`config.mk`:
```
export PLATFORM = sky130hd
export DESIGN_NAME = kernel_launch_grid_sizer_core
export DESIGN_NICKNAME = d
export VERILOG_FILES = /design/src/rtl/klgs_pkg.sv /design/src/rtl/klgs_cfg.sv /design/src/rtl/klgs_div.sv /design/src/rtl/kernel_launch_grid_sizer_core.sv
export SDC_FILE = /design/constraint.sdc
export NUM_CORES = 1
export LEC_CHECK = 0
export ABC_AREA = 0
export BUFFER_PORTS_ARGS = -buffer_cell sky130_fd_sc_hd__buf_2
export CAP_MARGIN = 40
export CORE_MARGIN = 8
export CORE_UTILIZATION = 50
export CTS_CLUSTER_SIZE = 14
export DETAILED_ROUTE_END_ITERATION = 8
export GPL_ROUTABILITY_DRIVEN = 0
export PLACE_DENSITY = 0.73
export SYNTH_ARGS = -nofsm -noshare
export SYNTH_HDL_FRONTEND = slang
export SYNTH_HIERARCHICAL = 1
export SYNTH_SLANG_ARGS = --single-unit
```
`constraint.sdc`:
```
create_clock -name clk -period 6.2 [get_ports clk]
set_input_delay 0.62 -clock clk [delete_from_list [all_inputs] [get_ports clk]]
set_output_delay 0.62 -clock clk [all_outputs]
set_load 0.1 [all_outputs]
```
`src/rtl/klgs_pkg.sv`:
```
`timescale 1ns / 1ps
`default_nettype none

package klgs_pkg;

  // Field widths.
  localparam int unsigned CountW = 40;
  localparam int unsigned LastW  = 32;
  localparam int unsigned BxW    = 13;
  localparam int unsigned ByW    = 8;
  localparam int unsigned OutcW  = 3;

  // Serial divider: left-aligned dividend, divisor wide enough for
  // threads per block times y threads (at most 127 * 128 or 8191).
  localparam int unsigned DivDW    = 40;
  localparam int unsigned DivSW    = 14;
  localparam int unsigned DivStepW = 6;

  // Configuration port.
  localparam int unsigned CfgIdxW  = 3;
  localparam int unsigned CfgDataW = 32;

  localparam logic [CfgIdxW-1:0] REG_BLOCK_LIMIT = 3'd0;
  localparam logic [CfgIdxW-1:0] REG_WARP_WIDTH  = 3'd1;
  localparam logic [CfgIdxW-1:0] REG_CORE_TOTAL  = 3'd2;
  localparam logic [CfgIdxW-1:0] REG_CORE_LIMIT  = 3'd3;
  localparam logic [CfgIdxW-1:0] REG_GRID_LIMIT  = 3'd4;
  localparam logic [CfgIdxW-1:0] REG_UNROLL      = 3'd5;
  localparam logic [CfgIdxW-1:0] REG_ROW_MODE    = 3'd6;
  localparam logic [CfgIdxW-1:0] REG_WAVES_MODE  = 3'd7;

  // Outcome codes.
  localparam logic [OutcW-1:0] OC_OK       = 3'd0;
  localparam logic [OutcW-1:0] OC_TRIVIAL  = 3'd1;
  localparam logic [OutcW-1:0] OC_UNROLL   = 3'd2;
  localparam logic [OutcW-1:0] OC_TOO_MANY = 3'd3;
  localparam logic [OutcW-1:0] OC_ZERO_BLK = 3'd4;

  // Sizing constants.
  localparam logic [7:0]     Y_TARGET  = 8'd128;
  localparam logic [BxW-1:0] BX_MAX    = 13'd8191;
  localparam logic [BxW-1:0] WARP_DFLT = 13'd32;

  typedef struct packed {
    logic [12:0] block_thread_limit;
    logic [6:0]  warp_width;
    logic [10:0] core_total;
    logic [12:0] core_thread_limit;
    logic [30:0] grid_x_limit;
    logic [4:0]  unroll;
    logic        row_vector_mode;
    logic        few_waves_mode;
  } klgs_cfg_t;

  typedef struct packed {
    logic                go;
    logic [DivStepW-1:0] steps;
    logic [DivDW-1:0]    dividend;
    logic [DivSW-1:0]    divisor;
  } klgs_div_req_t;

  typedef struct packed {
    logic             done;
    logic [DivDW-1:0] quo;
    logic [DivSW-1:0] rem;
  } klgs_div_rsp_t;

endpackage

`default_nettype wire

```
`src/rtl/klgs_cfg.sv`:
```
`timescale 1ns / 1ps
`default_nettype none

module klgs_cfg (
  input  wire logic                          clk,
  input  wire logic                          rst,
  input  wire logic                          wr_en,
  input  wire logic [klgs_pkg::CfgIdxW-1:0]  wr_index,
  input  wire logic [klgs_pkg::CfgDataW-1:0] wr_data,
  output klgs_pkg::klgs_cfg_t                cfg
);

  always_ff @(posedge clk) begin
    if (rst) begin
      cfg.block_thread_limit <= 13'd1024;
      cfg.warp_width         <= 7'd32;
      cfg.core_total         <= 11'd80;
      cfg.core_thread_limit  <= 13'd2048;
      cfg.grid_x_limit       <= 31'h7FFF_FFFF;
      cfg.unroll             <= 5'd1;
      cfg.row_vector_mode    <= 1'b0;
      cfg.few_waves_mode     <= 1'b0;
    end else if (wr_en) begin
      case (wr_index)
        klgs_pkg::REG_BLOCK_LIMIT: cfg.block_thread_limit <= wr_data[12:0];
        klgs_pkg::REG_WARP_WIDTH:  cfg.warp_width         <= wr_data[6:0];
        klgs_pkg::REG_CORE_TOTAL:  cfg.core_total         <= wr_data[10:0];
        klgs_pkg::REG_CORE_LIMIT:  cfg.core_thread_limit  <= wr_data[12:0];
        klgs_pkg::REG_GRID_LIMIT:  cfg.grid_x_limit       <= wr_data[30:0];
        klgs_pkg::REG_UNROLL:      cfg.unroll             <= wr_data[4:0];
        klgs_pkg::REG_ROW_MODE:    cfg.row_vector_mode    <= wr_data[0];
        klgs_pkg::REG_WAVES_MODE:  cfg.few_waves_mode     <= wr_data[0];
        default: ;
      endcase
    end
  end

endmodule

`default_nettype wire

```
`src/rtl/klgs_div.sv`:
```
`timescale 1ns / 1ps
`default_nettype none

// Restoring divider, one quotient bit per cycle. The dividend arrives
// left-aligned with zero padding below, so after the given number of
// steps the shift register holds exactly the quotient.
module klgs_div (
  input  wire logic                    clk,
  input  wire logic                    rst,
  input  wire klgs_pkg::klgs_div_req_t req,
  output      klgs_pkg::klgs_div_rsp_t rsp
);

  localparam int unsigned DW = klgs_pkg::DivDW;
  localparam int unsigned SW = klgs_pkg::DivSW;

  logic                          active;
  logic                          done;
  logic [klgs_pkg::DivStepW-1:0] cnt;
  logic [DW-1:0]                 dq;
  logic [SW-1:0]                 rem;
  logic [SW-1:0]                 dv;
  logic [SW:0]                   trial;
  logic                          fits;

  assign trial = {rem, dq[DW-1]};
  assign fits  = trial >= {1'b0, dv};

  always_ff @(posedge clk) begin
    if (rst) begin
      active <= 1'b0;
      cnt    <= '0;
      done   <= 1'b0;
    end else begin
      done <= 1'b0;
      if (req.go) begin
        active <= 1'b1;
        cnt    <= req.steps;
      end else if (active) begin
        cnt <= cnt - 1'b1;
        if (cnt == klgs_pkg::DivStepW'(1)) begin
          active <= 1'b0;
          done   <= 1'b1;
        end
      end
    end
  end

  always_ff @(posedge clk) begin
    if (req.go) begin
      dq  <= req.dividend;
      rem <= '0;
      dv  <= req.divisor;
    end else if (active) begin
      dq  <= {dq[DW-2:0], fits};
      rem <= fits ? SW'(trial - {1'b0, dv}) : trial[SW-1:0];
    end
  end

  assign rsp.done = done;
  assign rsp.quo  = dq;
  assign rsp.rem  = rem;

endmodule

`default_nettype wire

```
`src/rtl/kernel_launch_grid_sizer_core.sv`:
```
`timescale 1ns / 1ps
`default_nettype none

// Launch grid sizer. A word is taken when start is high and busy is low.
// The result word is on grid_blocks, block_x, block_y and outcome for
// exactly one cycle, marked by done, and the receiver cannot stall it, so
// it must be captured in that cycle. The ports hold their value until the
// next result. Busy is low again in the cycle that done is high, so a new
// word may be taken at the edge that ends it. An element count of one or
// less is answered in the cycle straight after it is taken and busy does
// not rise for it. Every other word is worked through one shared
// bit-serial divider that yields one quotient bit per cycle. The
// divisions are of 40, 32, 13, 8 (short rows only), 40 and 13 (few-waves
// only) steps. An unroll mismatch is answered after the first division
// and a zero block size after the third. A full answer comes after the
// remaining divisions: for a plain word, with short rows stacked along y,
// with few-waves capping, or in few-waves row mode once the block count
// is halved until it is within 32 waves. Configuration writes are always
// accepted (cfg_ready is tied high) and must only be made while busy is
// low.
module kernel_launch_grid_sizer_core (
  input  wire logic                          clk,
  input  wire logic                          rst,
  input  wire logic                          start,
  output      logic                          busy,
  input  wire logic [klgs_pkg::CountW-1:0]   element_count,
  input  wire logic [klgs_pkg::LastW-1:0]    last_dim_size,
  input  wire logic                          cfg_valid,
  output      logic                          cfg_ready,
  input  wire logic [klgs_pkg::CfgIdxW-1:0]  cfg_index,
  input  wire logic [klgs_pkg::CfgDataW-1:0] cfg_data,
  output      logic                          done,
  output      logic [klgs_pkg::CountW-1:0]   grid_blocks,
  output      logic [klgs_pkg::BxW-1:0]      block_x,
  output      logic [klgs_pkg::ByW-1:0]      block_y,
  output      logic [klgs_pkg::OutcW-1:0]    outcome
);

  localparam int unsigned CW = klgs_pkg::CountW;
  localparam int unsigned XW = klgs_pkg::BxW;
  localparam int unsigned YW = klgs_pkg::ByW;
  localparam int unsigned SW = klgs_pkg::DivSW;

  // Sequencer states.
  localparam logic [3:0] S_IDLE = 4'd0;
  localparam logic [3:0] S_DN   = 4'd1;  // element count / unroll
  localparam logic [3:0] S_DL   = 4'd2;  // row length / unroll
  localparam logic [3:0] S_DP   = 4'd3;  // block limit / unroll
  localparam logic [3:0] S_DT   = 4'd4;  // y target / row threads
  localparam logic [3:0] S_MUL  = 4'd5;
  localparam logic [3:0] S_LB   = 4'd6;
  localparam logic [3:0] S_DB   = 4'd7;  // block count
  localparam logic [3:0] S_DC   = 4'd8;  // resident threads / block size
  localparam logic [3:0] S_CAP  = 4'd9;
  localparam logic [3:0] S_CMP  = 4'd10;
  localparam logic [3:0] S_HALF = 4'd11;
  localparam logic [3:0] S_FIN  = 4'd12;

  klgs_pkg::klgs_cfg_t     cfg;
  klgs_pkg::klgs_div_req_t div_req;
  klgs_pkg::klgs_div_rsp_t div_rsp;

  logic [3:0]    state;
  logic [31:0]   last_reg;
  logic [4:0]    u_reg;
  logic [CW-1:0] m;
  logic [XW-1:0] rv;
  logic [XW-1:0] tx;
  logic [YW-1:0] ty;
  logic [SW-1:0] per;
  logic [CW-1:0] bc;
  logic [12:0]   qc;
  logic [23:0]   prod;

  // Combinational helpers.
  logic [XW-1:0] pbl;
  logic [13:0]   rnd;
  logic [XW-1:0] max_lim;
  logic [XW-1:0] max_x;
  logic [XW-1:0] tx_new;
  logic          rv_ok;
  logic [7:0]    cx;
  logic [4:0]    u_in;

  assign cfg_ready = 1'b1;
  assign busy      = state != S_IDLE;

  klgs_cfg u_cfg (
    .clk      (clk),
    .rst      (rst),
    .wr_en    (cfg_valid & cfg_ready),
    .wr_index (cfg_index),
    .wr_data  (cfg_data),
    .cfg      (cfg)
  );

  klgs_div u_div (
    .clk (clk),
    .rst (rst),
    .req (div_req),
    .rsp (div_rsp)
  );

  assign u_in = (cfg.unroll == 5'd0) ? 5'd1 : cfg.unroll;

  // Per-block limit: device limit, else warp width, else one warp of 32.
  always_comb begin
    if (cfg.block_thread_limit != '0) begin
      pbl = cfg.block_thread_limit;
    end else if (cfg.warp_width != '0) begin
      pbl = XW'(cfg.warp_width);
    end else begin
      pbl = klgs_pkg::WARP_DFLT;
    end
  end

  // A row qualifies in row mode when it splits evenly over unroll, is not a
  // whole multiple of 256 and its thread count fits the device limit.
  assign rv_ok = cfg.row_vector_mode && (last_reg != '0) && (div_rsp.rem == '0) &&
                 (last_reg[7:0] != 8'd0) &&
                 (div_rsp.quo <= CW'(cfg.block_thread_limit));

  // Limit divided by unroll, rounded up to a multiple of 32, saturated.
  assign rnd     = {1'b0, div_rsp.quo[XW-1:0]} + 14'd31;
  assign max_lim = rnd[13] ? klgs_pkg::BX_MAX : {rnd[12:5], 5'b0};
  assign max_x   = (rv != '0) ? rv : max_lim;
  assign tx_new  = (m < CW'(max_x)) ? m[XW-1:0] : max_x;
  assign cx      = (tx < XW'(klgs_pkg::Y_TARGET)) ? tx[7:0] : klgs_pkg::Y_TARGET;

  always_ff @(posedge clk) begin
    if (rst) begin
      state      <= S_IDLE;
      done       <= 1'b0;
      div_req.go <= 1'b0;
    end else begin
      done       <= 1'b0;
      div_req.go <= 1'b0;
      case (state)
        S_IDLE: begin
          if (start) begin
            last_reg <= last_dim_size;
            u_reg    <= u_in;
            if (element_count <= CW'(1)) begin
              done        <= 1'b1;
              grid_blocks <= CW'(1);
              block_x     <= XW'(1);
              block_y     <= YW'(1);
              outcome     <= klgs_pkg::OC_TRIVIAL;
            end else begin
              div_req.go       <= 1'b1;
              div_req.steps    <= 6'd40;
              div_req.dividend <= element_count;
              div_req.divisor  <= SW'(u_in);
              state            <= S_DN;
            end
          end
        end
        S_DN: begin
          if (div_rsp.done) begin
            m <= div_rsp.quo;
            if (div_rsp.rem != '0) begin
              done        <= 1'b1;
              grid_blocks <= '0;
              block_x     <= '0;
              block_y     <= YW'(1);
              outcome     <= klgs_pkg::OC_UNROLL;
              state       <= S_IDLE;
            end else begin
              div_req.go       <= 1'b1;
              div_req.steps    <= 6'd32;
              div_req.dividend <= {last_reg, 8'd0};
              div_req.divisor  <= SW'(u_reg);
              state            <= S_DL;
            end
          end
        end
        S_DL: begin
          if (div_rsp.done) begin
            rv               <= rv_ok ? div_rsp.quo[XW-1:0] : '0;
            div_req.go       <= 1'b1;
            div_req.steps    <= 6'd13;
            div_req.dividend <= {pbl, 27'd0};
            div_req.divisor  <= SW'(u_reg);
            state            <= S_DP;
          end
        end
        S_DP: begin
          if (div_rsp.done) begin
            tx <= tx_new;
            ty <= YW'(1);
            if (tx_new == '0) begin
              done        <= 1'b1;
              grid_blocks <= '0;
              block_x     <= '0;
              block_y     <= YW'(1);
              outcome     <= klgs_pkg::OC_ZERO_BLK;
              state       <= S_IDLE;
            end else if ((rv != '0) && (rv < XW'(klgs_pkg::Y_TARGET)) &&
                         (m > CW'(klgs_pkg::Y_TARGET))) begin
              // Short rows: stack ceil(128 / row threads) rows per block.
              div_req.go       <= 1'b1;
              div_req.steps    <= 6'd8;
              div_req.dividend <= {klgs_pkg::Y_TARGET, 32'd0};
              div_req.divisor  <= SW'(rv);
              state            <= S_DT;
            end else begin
              state <= S_MUL;
            end
          end
        end
        S_DT: begin
          if (div_rsp.done) begin
            ty    <= div_rsp.quo[YW-1:0] + YW'(div_rsp.rem != '0);
            state <= S_MUL;
          end
        end
        S_MUL: begin
          per   <= SW'(tx) * SW'(ty);
          state <= S_LB;
        end
        S_LB: begin
          div_req.go       <= 1'b1;
          div_req.steps    <= 6'd40;
          div_req.dividend <= m;
          div_req.divisor  <= per;
          state            <= S_DB;
        end
        S_DB: begin
          if (div_rsp.done) begin
            bc <= div_rsp.quo + CW'(div_rsp.rem != '0);
            if (cfg.few_waves_mode) begin
              // Resident threads per core over the block size: capped x
              // threads in plain mode, full block in row mode.
              div_req.go       <= 1'b1;
              div_req.steps    <= 6'd13;
              div_req.dividend <= {cfg.core_thread_limit, 27'd0};
              div_req.divisor  <= cfg.row_vector_mode ? per : SW'(cx);
              state            <= S_DC;
            end else begin
              state <= S_FIN;
            end
          end
        end
        S_DC: begin
          if (div_rsp.done) begin
            qc    <= div_rsp.quo[12:0];
            state <= S_CAP;
          end
        end
        S_CAP: begin
          prod  <= 24'(cfg.core_total) * 24'(qc);
          state <= cfg.row_vector_mode ? S_HALF : S_CMP;
        end
        S_CMP: begin
          if (CW'(prod) < bc) begin
            tx <= XW'(cx);
            bc <= CW'(prod);
          end
          state <= S_FIN;
        end
        S_HALF: begin
          // Halve the block count until it is within 32 waves.
          if (bc > CW'({prod, 5'd0})) begin
            bc <= bc >> 1;
          end else begin
            state <= S_FIN;
          end
        end
        S_FIN: begin
          done  <= 1'b1;
          state <= S_IDLE;
          if ((cfg.grid_x_limit != '0) && (bc >= CW'(cfg.grid_x_limit))) begin
            grid_blocks <= '0;
            block_x     <= '0;
            block_y     <= YW'(1);
            outcome     <= klgs_pkg::OC_TOO_MANY;
          end else begin
            grid_blocks <= bc;
            block_x     <= tx;
            block_y     <= ty;
            outcome     <= klgs_pkg::OC_OK;
          end
        end
        default: begin
          state <= S_IDLE;
        end
      endcase
    end
  end

endmodule

`default_nettype wire

```
Word level (Yosys, flattened, before mapping)
Index checks and enable logic that the tools add are counted.
- flip-flop bits (word level): 490
- input port bits: 111
- output and inout bits: 67
- logic and storage cells: 230
- add/sub/neg operators: 5
- $mul: 2
- magnitude comparators: 10
- eq/ne operators: 38
- muxes and demuxes: 92
- bitwise logic cells: 2
- reduce and logical (&&, ||, !) cells: 47
- operator list (operator ; number):
    $mux 61 ; 10
    $mux 40 ; 12
    $pmux 61 s6 ; 1
    $mux 13 ; 13
    $pmux 40 s4 ; 1
    $pmux 40 s3 ; 1
    $mux 8 ; 10
    $pmux 13 s4 ; 1
    $pmux 4 s12 ; 1
    $add 40x1->40 ; 1
    $ge 40x31->1 ; 1
    $gt 40x29->1 ; 1
    $gt 40x8->1 const B ; 1
    $le 40x1->1 const B ; 1
    $le 40x13->1 ; 1
    $lt 24x40->1 ; 1
    $lt 40x13->1 ; 1
    $mux 4 ; 9
    $pmux 8 s4 ; 1
    $reduce_bool 32->1 ; 1
    $reduce_bool 31->1 ; 1
    $mux 14 ; 2
    $lt 13x8->1 const B ; 2
    $pmux 13 s2 ; 1
    other kinds (49) ; 121

Depth between registers and ports, before layout
Gate-level depths: netlist (run 1).
- depth after elaboration: 9
- depth in mapped cells: 19
- mapped depth without buffers: 18

Modules after synthesis
The synthesis (run 1) kept the hierarchy.
- by module, submodules not included (module ; times used ; cells each ; area an instance (µm²) ; seq. area each (µm²)):
    kernel_launch_grid_sizer_core ; 1 ; 2254 ; 23677.7 ; 9819.4
    klgs_div ; 1 ; 318 ; 3826.2 ; 2062.0
    klgs_cfg ; 1 ; 329 ; 3359.5 ; 1641.6

Worst setup path before layout (run 1)
OpenSTA, ideal clock, no wires.
- kind: register to register
- from: register rv[0]
- to: register div_req[0] (netlist name), enable pin
- library setup time: 0.557 ns
- arrival time: 6.086 ns
- data required time: 5.643 ns
- path slack: -0.443 ns
- stages on the path, launching flop included: 8
- buffers on the path: 2
- clock period less this slack: 6.643 ns
- path through: edfxtp_1 > nor3_1 > and4_1 > buf_4 > clkbuf_1 > a211oi_1 > o221ai_1 > a211oi_1
- cells in the longest elaborated chain, start to end: 7
- elaborated cells between the ends (all ways): 11
- classes of those cells: 2 x order compare; 2 x eq/ne; 2 x mux; 5 x reduce/logical
- RTL lines (item ; line ; RTL):
    start, declared ; kernel_launch_grid_sizer_core.sv:67 ; logic [XW-1:0] rv;
    start signal, assigned ; kernel_launch_grid_sizer_core.sv:179 ; rv <= rv_ok ? div_rsp.quo[XW-1:0] : '0;
    $reduce_bool 13->1 ; kernel_launch_grid_sizer_core.sv:126, kernel_launch_grid_sizer_core.sv:198 ;
    $mux 13 ; kernel_launch_grid_sizer_core.sv:126 ; assign max_x = (rv != '0) ? rv : max_lim;
    $lt 40x13->1 ; kernel_launch_grid_sizer_core.sv:127 ; assign tx_new = (m < CW'(max_x)) ? m[XW-1:0] : max_x;
    $mux 13 ; kernel_launch_grid_sizer_core.sv:127 ;
    $logic_not 13->1 ; kernel_launch_grid_sizer_core.sv:191 ; if (tx_new == '0) begin
    $ne 2x2->1 (no line) ; -- ;
    $reduce_and 12->1 (no line) * ; -- ;
    end, declared ; kernel_launch_grid_sizer_core.sv:60 ; klgs_pkg::klgs_div_req_t div_req;
Every way passes the cells marked *; elsewhere a longest branch is shown, timed or not.
A chain may end at the register's enable or synchronous reset.

Worst setup path after layout (run 1)
- from: register, netlist name u_cfg/cfg[57]
- to: register prod[21], data pin
- cells in the longest elaborated chain, start to end: 1
- RTL lines (item ; line ; RTL):
    $mul 11x13->24 ; kernel_launch_grid_sizer_core.sv:251 ; prod <= 24'(cfg.core_total) * 24'(qc);
    end signal, assigned ; kernel_launch_grid_sizer_core.sv:251 ;
    end, declared ; kernel_launch_grid_sizer_core.sv:73 ; logic [23:0] prod;
Every way passes these cells.

==> out/qor.yml, run 1 <==
global_routing:
  grt_pass1_vias: 23560
  antenna_found_initial: 5
  grt_pass1_wl_um: 135700
  grt_use_total: 0.2462
  grt_max_degree: 84
  grt-ovfl-total: 0
layout:
  instances_no_fill: 3869
  final_cell_mix: "edfxtp_1 (377), inv_1 (320), nand2_1 (262)"
  largest_reg_flops: 82
  layout_commonest_cell: "edfxtp_1"
  reg.largest.list: "u_cfg/cfg x82, div_req x58"
  area_growth_pct: 11.62
  regMostFlops: "u_cfg/cfg"
  utilization: 0.5614
  drive_above_1_share: 0.1293
  fillers: 5039
  nets: 3500
placement:
  io_buffers: 175
  post-dp-hpwl_um: 66640
  post-place-cells: 3768
floorplan:
  die-area_um2: 69930
  die_y_um: 264.5
  die_w_um: 264.5
  pin_count: 178
  core_area_um2: 61370
  initial_core_util: 0.5029
  row_count: 91
drt:
  wl_per_cell_um: 22.94
  drt-total-wl_um: 88770
  first_pass_iters: 6
  drtAntennaViolNets: 0
  vias: 23491
  drt_iter0_markers: 2767
  drc_errors: 0
  viasPerCell: 6.072
sta:
  fin_tns_setup_ns: 0
  fin_crit_ns: 5.960
  worst_hold_slack_ns: 0.1521
  post-route-period-util: 0.9613
  clock_skew_ns: 0.05975
  tightest_slew_ns: 0.8712
  finalSetupViolCount: 0
  hold_viol: 0
  fmax_mhz: 167.8
  drv_slew: 0
  relSlewSlack: 0.4161
clock_network:
  cts.sinks: 487
  root_buffer: "clkbuf_16"
  path_clk_slew_ns: 0.06
  clock_latency_ns: 0.64
  numCtsBuffers: 50
  h-tree-depth: 2
  cts_tree: "done"
  hold_buffers: 0
  clock_path_buffers: 3
power_and_ir_drop:
  p_leak_nw: 14.22
  ir_worst_vdd_v: 0.0002290
  powerDensity_nw_per_um2: 325.4
  finalPower_mw: 11.21
critical_path:
  slowest_stage: "dfxtp_1"
  worst_ep_required_time_ns: 6.57
  crit_buf_inv: 3
  cp_common_cell: "fa_1"
  path_delay_family: "adder cells"
  path_max_fanout: 14
  critical-path-max-stage-delay_ns: 0.64
  cp-start-kind: "register"
  crit_path_end_kind: "register"
  worstPathArrival_ns: 6.33
  critical_path_class: "register to register"
  worstPathCellList: "nand2_1 -> fa_1 -> fa_1 -> inv_1 -> fa_1 -> inv_1 -> fa_1 -> inv_1 -> fa_1 -> ha_1 -> or4_1 -> o22ai_1 -> o2111ai_1 -> a311oi_1 -> o21ai_0 -> a21o_1 -> xor2_1"
  r2r_slack_ns: 0.24
yosys:
  synth_top_area_cell: "edfxtp_1"
  ys_top_cells_by_area: "edfxtp_1 (37%), fa_1 (9.5%), ha_1 (8.4%)"
  synth_area_um2: 30860
  yosys.area.top_type_share: 0.3668
  synth-seq-cells: 487
  netlist_instances: 2901
  async_flop_share: 0
  yosys.cell_types.count: 91
  ys_warn_count: 6
  yosysSeqAreaShare: 0.4382
  synth-edff-count: 377
  synth_ff_type: "edfxtp_1"
  avgSynthCellArea_um2: 10.64
run:
  max_cap_viol_count: 0
run_status:
  outcome: "finished clean"
hold_path:
  holdCritPathClass: "input port to register"
==> power by group <==
group	switching [mW]	internal [mW]	leakage, nW
sequential	0.498	4.24	4.37
combinational	2.14	1.05	9.00
clock	1.34	1.94	0.857
total	3.98	7.23	14.2
==> routing by layer <==
| layer | routed length (um) | GRT usage | vias to the layer above |
|---|---|---|---|
| met5 | 26 | 0 | - |
| met4 | 4834 | 0.1274 | 4 |
| met3 | 8203 | 0.04855 | 278 |
| met2 | 41710 | 0.3996 | 1257 |
| met1 | 33990 | 0.3115 | 11484 |
| li1 | - | - | 10468 |
==> cell families after synthesis <==
logic type | count (synthesis) | synth area share
DFF | 487 | 0.4382
and+or+nand+nor | 949 | 0.1574
other | 2 | 0.0002433
muxes | 134 | 0.04512
adders and majority gates | 354 | 0.1792
xor gates and xnor gates | 94 | 0.02668
buffers and inverters | 467 | 0.05959
AOI/OAI and AO/OA | 414 | 0.09365
==> area by class of cell <==
cell class              instances  area (um^2)  area share
clock inverters                30        469.2     0.01362
diodes                          2        5.005   0.0001453
inverters                     320         1201     0.03487
clock buffers                  63         1320     0.03832
well taps                     790        988.4     0.02869
flip-flops and latches        487        13530      0.3927
repair buffers                229         1338     0.03882
multi-input cells            1948        15600      0.4528
==> per-stage QoR <==
step	worst slack, ns	area, um^2
final	0.2400	34450
after global routing	-0.02163	34450
after CTS	0.1671	34400
after detailed placement	0.2210	32610
after global placement	0.3712	32470
after floorplan	0.7209	30870
==> final timing paths <==
check,start,to,depth (start not counted)
min reg2reg,div_req[10]$_DFFE_PP_,u_div/dv[10]$_DFFE_PP_,0
min,last_dim_size[18],last_reg[18]$_DFFE_PP_,1
max,u_cfg/cfg[57]$_SDFFE_PP1P_,prod[21]$_DFFE_PP_,17
max reg2reg,u_cfg/cfg[57]$_SDFFE_PP1P_,prod[21]$_DFFE_PP_,17
==> synthesized netlist by cell type (12+ instances only) <==
cell type / count
clkbuf_1: 115
ha_1: 206
nand2b_1: 69
nand2_1: 262
o211ai_1: 15
nor3_1: 62
nand3_1: 52
o21a_1: 16
edfxtp_1: 377
buf_2: 12
a21o_1: 32
nor3b_1: 37
nor2_1: 185
a22oi_1: 23
mux2_2: 41
nor4_1: 60
o21ai_0: 90
inv_1: 320
xor2_1: 23
nand4_1: 38
and3_1: 12
fa_1: 147
nor2b_1: 15
and2_1: 108
mux2i_1: 93
xnor2_1: 71
o21ai_1: 15
a31oi_1: 12
a21oi_1: 69
a222oi_1: 38
a211oi_1: 17
dfxtp_1: 110
==> repair_timing <==
action | in CTS | in global routing
buffers inserted | 0 | 6
gates resized for setup | 0 | 4
setup endpoints to repair | 0 | 4
Power figures use the tool's default switching activity.
==> run 2: changes to the inputs <==
==> constraint.sdc (replaced) <==
create_clock -name clk -period 5.15 [get_ports clk]
set_input_delay 0.515 -clock clk [delete_from_list [all_inputs] [get_ports clk]]
set_output_delay 0.515 -clock clk [all_outputs]
set_load 0.1 [all_outputs]
==> run 2 against run 1 <==
Against the previous run: register-to-register slack got worse by 0.46 ns; critical path type unchanged; via count increased by 1.2%; the run now ends with setup timing left; clock power increased by 26%; power up 24%.
==> out/qor.yml, run 2 (synthesized netlist as in run 1, its figures left out) <==
layout:
  layout_commonest_cell: "edfxtp_1"  # unchanged
  largest_reg_flops: 82  # unchanged
  regMostFlops: "u_cfg/cfg"  # unchanged
  nets: 3566  # was 3500
  fillers: 4931  # was 5039
  final_cell_mix: "edfxtp_1 (377), inv_1 (313), nand2_1 (254)"  # was edfxtp_1 (377), inv_1 (320), nand2_1 (262)
  instances_no_fill: 3939  # was 3869
  area_growth_pct: 14.58  # was 11.62%
  reg.largest.list: "u_cfg/cfg x82, div_req x58"  # unchanged
  drive_above_1_share: 0.1672  # was 0.1293
critical_path:
  worst_ep_required_time_ns: 5.54  # was 6.57 ns
  r2r_end: "prod[21]$_DFFE_PP_"  # unchanged
  critPathLaunch: "qc[2]$_DFFE_PP_"  # was u_cfg/cfg[57]$_SDFFE_PP1P_
  worstPathArrival_ns: 5.76  # was 6.33 ns
  critical_path_class: "register to register"  # unchanged
  r2r_start: "qc[2]$_DFFE_PP_"  # was u_cfg/cfg[57]$_SDFFE_PP1P_
  crit_path_end_kind: "register"  # unchanged
  r2r_slack_ns: -0.22  # was 0.24 ns
  path_max_fanout: 4  # was 14
  cp-start-kind: "register"  # unchanged
  rr_worst_depth: 18  # was 17
  crit_end: "prod[21]$_DFFE_PP_"  # unchanged
sta:
  fin_ws_ns: -0.2218  # was 0.2400 ns
  fmax_mhz: 186.2  # was 167.8 MHz
  post-route-period-util: 1.043  # was 0.9613
  fin_crit_ns: 5.372  # was 5.960 ns
  hold_viol: 0  # unchanged
  fin_tns_setup_ns: -0.5123  # was 0 ns
  tightest_slew_ns: 0.9730  # was 0.8712 ns
  finalSetupViolCount: 5  # was 0
  rsz0062_at_grt: "yes"
  drv_slew: 0  # unchanged
  relSlewSlack: 0.3463  # was 0.4161
  clock_skew_ns: 0.04944  # was 0.05975 ns
clock_network:
  h-tree-depth: 2  # unchanged
  clock_latency_ns: 0.65  # was 0.64 ns
  clock_path_buffers: 3  # unchanged
  path_clk_slew_ns: 0.07  # was 0.06 ns
  cts_tree: "done"  # unchanged
  root_buffer: "clkbuf_16"  # unchanged
  cts.sinks: 487  # unchanged
  numCtsBuffers: 52  # was 50
  hold_buffers: 0  # unchanged
drt:
  drtAntennaViolNets: 0  # unchanged
  drt-total-wl_um: 90680  # was 88770 um
  wl_per_cell_um: 23.02  # was 22.94 um
  drt_iter0_markers: 2669  # was 2767
  vias: 23781  # was 23491
  drc_errors: 0  # unchanged
  viasPerCell: 6.037  # was 6.072
  first_pass_iters: 6  # unchanged
floorplan:
  initial_core_util: 0.5029  # unchanged
  die-area_um2: 69930  # unchanged
  die_w_um: 264.5  # unchanged
  die_y_um: 264.5  # unchanged
  row_count: 91  # unchanged
  core_area_um2: 61370  # unchanged
  pin_count: 178  # unchanged
power_and_ir_drop:
  powerDensity_nw_per_um2: 394.0  # was 325.4 nW/um^2
  ir_worst_vdd_v: 0.0002528  # was 0.0002290 V
  p_leak_nw: 14.63  # was 14.22 nW
global_routing:
  grt_use_total: 0.2520  # was 0.2462
  antenna_found_initial: 3  # was 5
  use_met3: 0.05541  # was 0.04855
  grt_max_degree: 81  # was 84
  grt_pass1_wl_um: 138400  # was 135700 um
  grt_busiest_layer: "met2"  # unchanged
  grtUsageMet2: 0.4020  # was 0.3996
  grt_pass1_vias: 24177  # was 23560
  met1_usage: 0.3190  # was 0.3115
  grt-ovfl-total: 0  # unchanged
run:
  max_cap_viol_count: 0  # unchanged
placement:
  io_buffers: 175  # unchanged
  post-dp-hpwl_um: 68010  # was 66640 um
  post-place-cells: 3819  # was 3768
hold_path:
  holdCritPathClass: "input port to register"  # unchanged
run_status:
  violations: "setup timing"
  outcome: "finished with violations"  # was finished clean
run 2: metal layers:
metal / up-vias / share of wire
met2: 1331 / 0.46
met3: 296 / 0.099
met5: - / 0
li1: 10623 / -
met1: 11531 / 0.38
met4: 0 / 0.060
run 2: worst min path at each step:
stage	startpoint	endpoint	slack, ns	depth (start not counted)
5_1_grt	last_dim_size[14]	last_reg[14]$_DFFE_PP_	0.02	1
3_5_place_dp	div_req[7]$_DFFE_PP_	u_div/dv[7]$_DFFE_PP_	0.41	0
4_1_cts	last_dim_size[14]	last_reg[14]$_DFFE_PP_	0.02	1
2_1_floorplan	div_req[0]$_DFFE_PP_	u_div/dv[0]$_DFFE_PP_	0.40	0
3_3_place_gp	div_req[13]$_DFFE_PP_	u_div/dv[13]$_DFFE_PP_	0.41	0
6_report	last_dim_size[14]	last_reg[14]$_DFFE_PP_	0.04	1
run 2: final cells by class:
class | instances | area [um^2] | area share
timing repair buffer | 293 | 1851 | 0.05233
antenna | 3 | 7.507 | 0.0002123
clock inverter | 37 | 518.0 | 0.01465
tap | 790 | 988.4 | 0.02795
inverter | 320 | 1201 | 0.03397
sequential | 487 | 13530 | 0.3826
multi-input combinational | 1948 | 15890 | 0.4494
clock buffer | 61 | 1375 | 0.03888
run 2: report_power, final:
group	total, mW	switching (mW)	internal, mW
clock	4.14	1.70	2.44
combinational	4.05	2.70	1.35
sequential	5.74	0.630	5.11
run 2: through the flow:
stage,util,hold WS [ns],setup WS [ns],power (mW),cell area [um^2]
final,0.5762,0.03612,-0.2218,13.93,35360
after global routing,0.5762,0.01614,-0.3849,14.44,35360
after CTS,0.5715,0.02290,-0.1697,13.84,35070
after detailed placement,0.5387,0.4089,-0.4311,9.688,33060
after global placement,0.5370,0.4056,-0.2219,9.500,32960
after floorplan,-,0.4003,0.01184,8.107,31060
run 2: timing repair:
| item | 4_1_cts | 5_1_grt |
|---|---|---|
| gates resized for setup | 18 | 46 |
| endpoints found under the setup margin | 8 | 74 |
| pin swaps | 21 | 34 |
| hold endpoints to repair | 0 | 0 |
| setup buffers | 7 | 13 |
run 2: worst max-delay path, stage by stage, from the launching register on:
cell and delay [ns]:
edfxtp_1 0.52, buf_6 0.18, nand2_4 0.04, fa_1 0.44, fa_1 0.53, inv_2 0.04, fa_1 0.54, inv_2 0.04
fa_1 0.47, inv_1 0.05, fa_1 0.47, ha_4 0.18, or4_4 0.44, o22ai_4 0.17, o2111ai_2 0.17, a311oi_2 0.39
o21ai_1 0.12, a21o_1 0.17, xor2_1 0.13
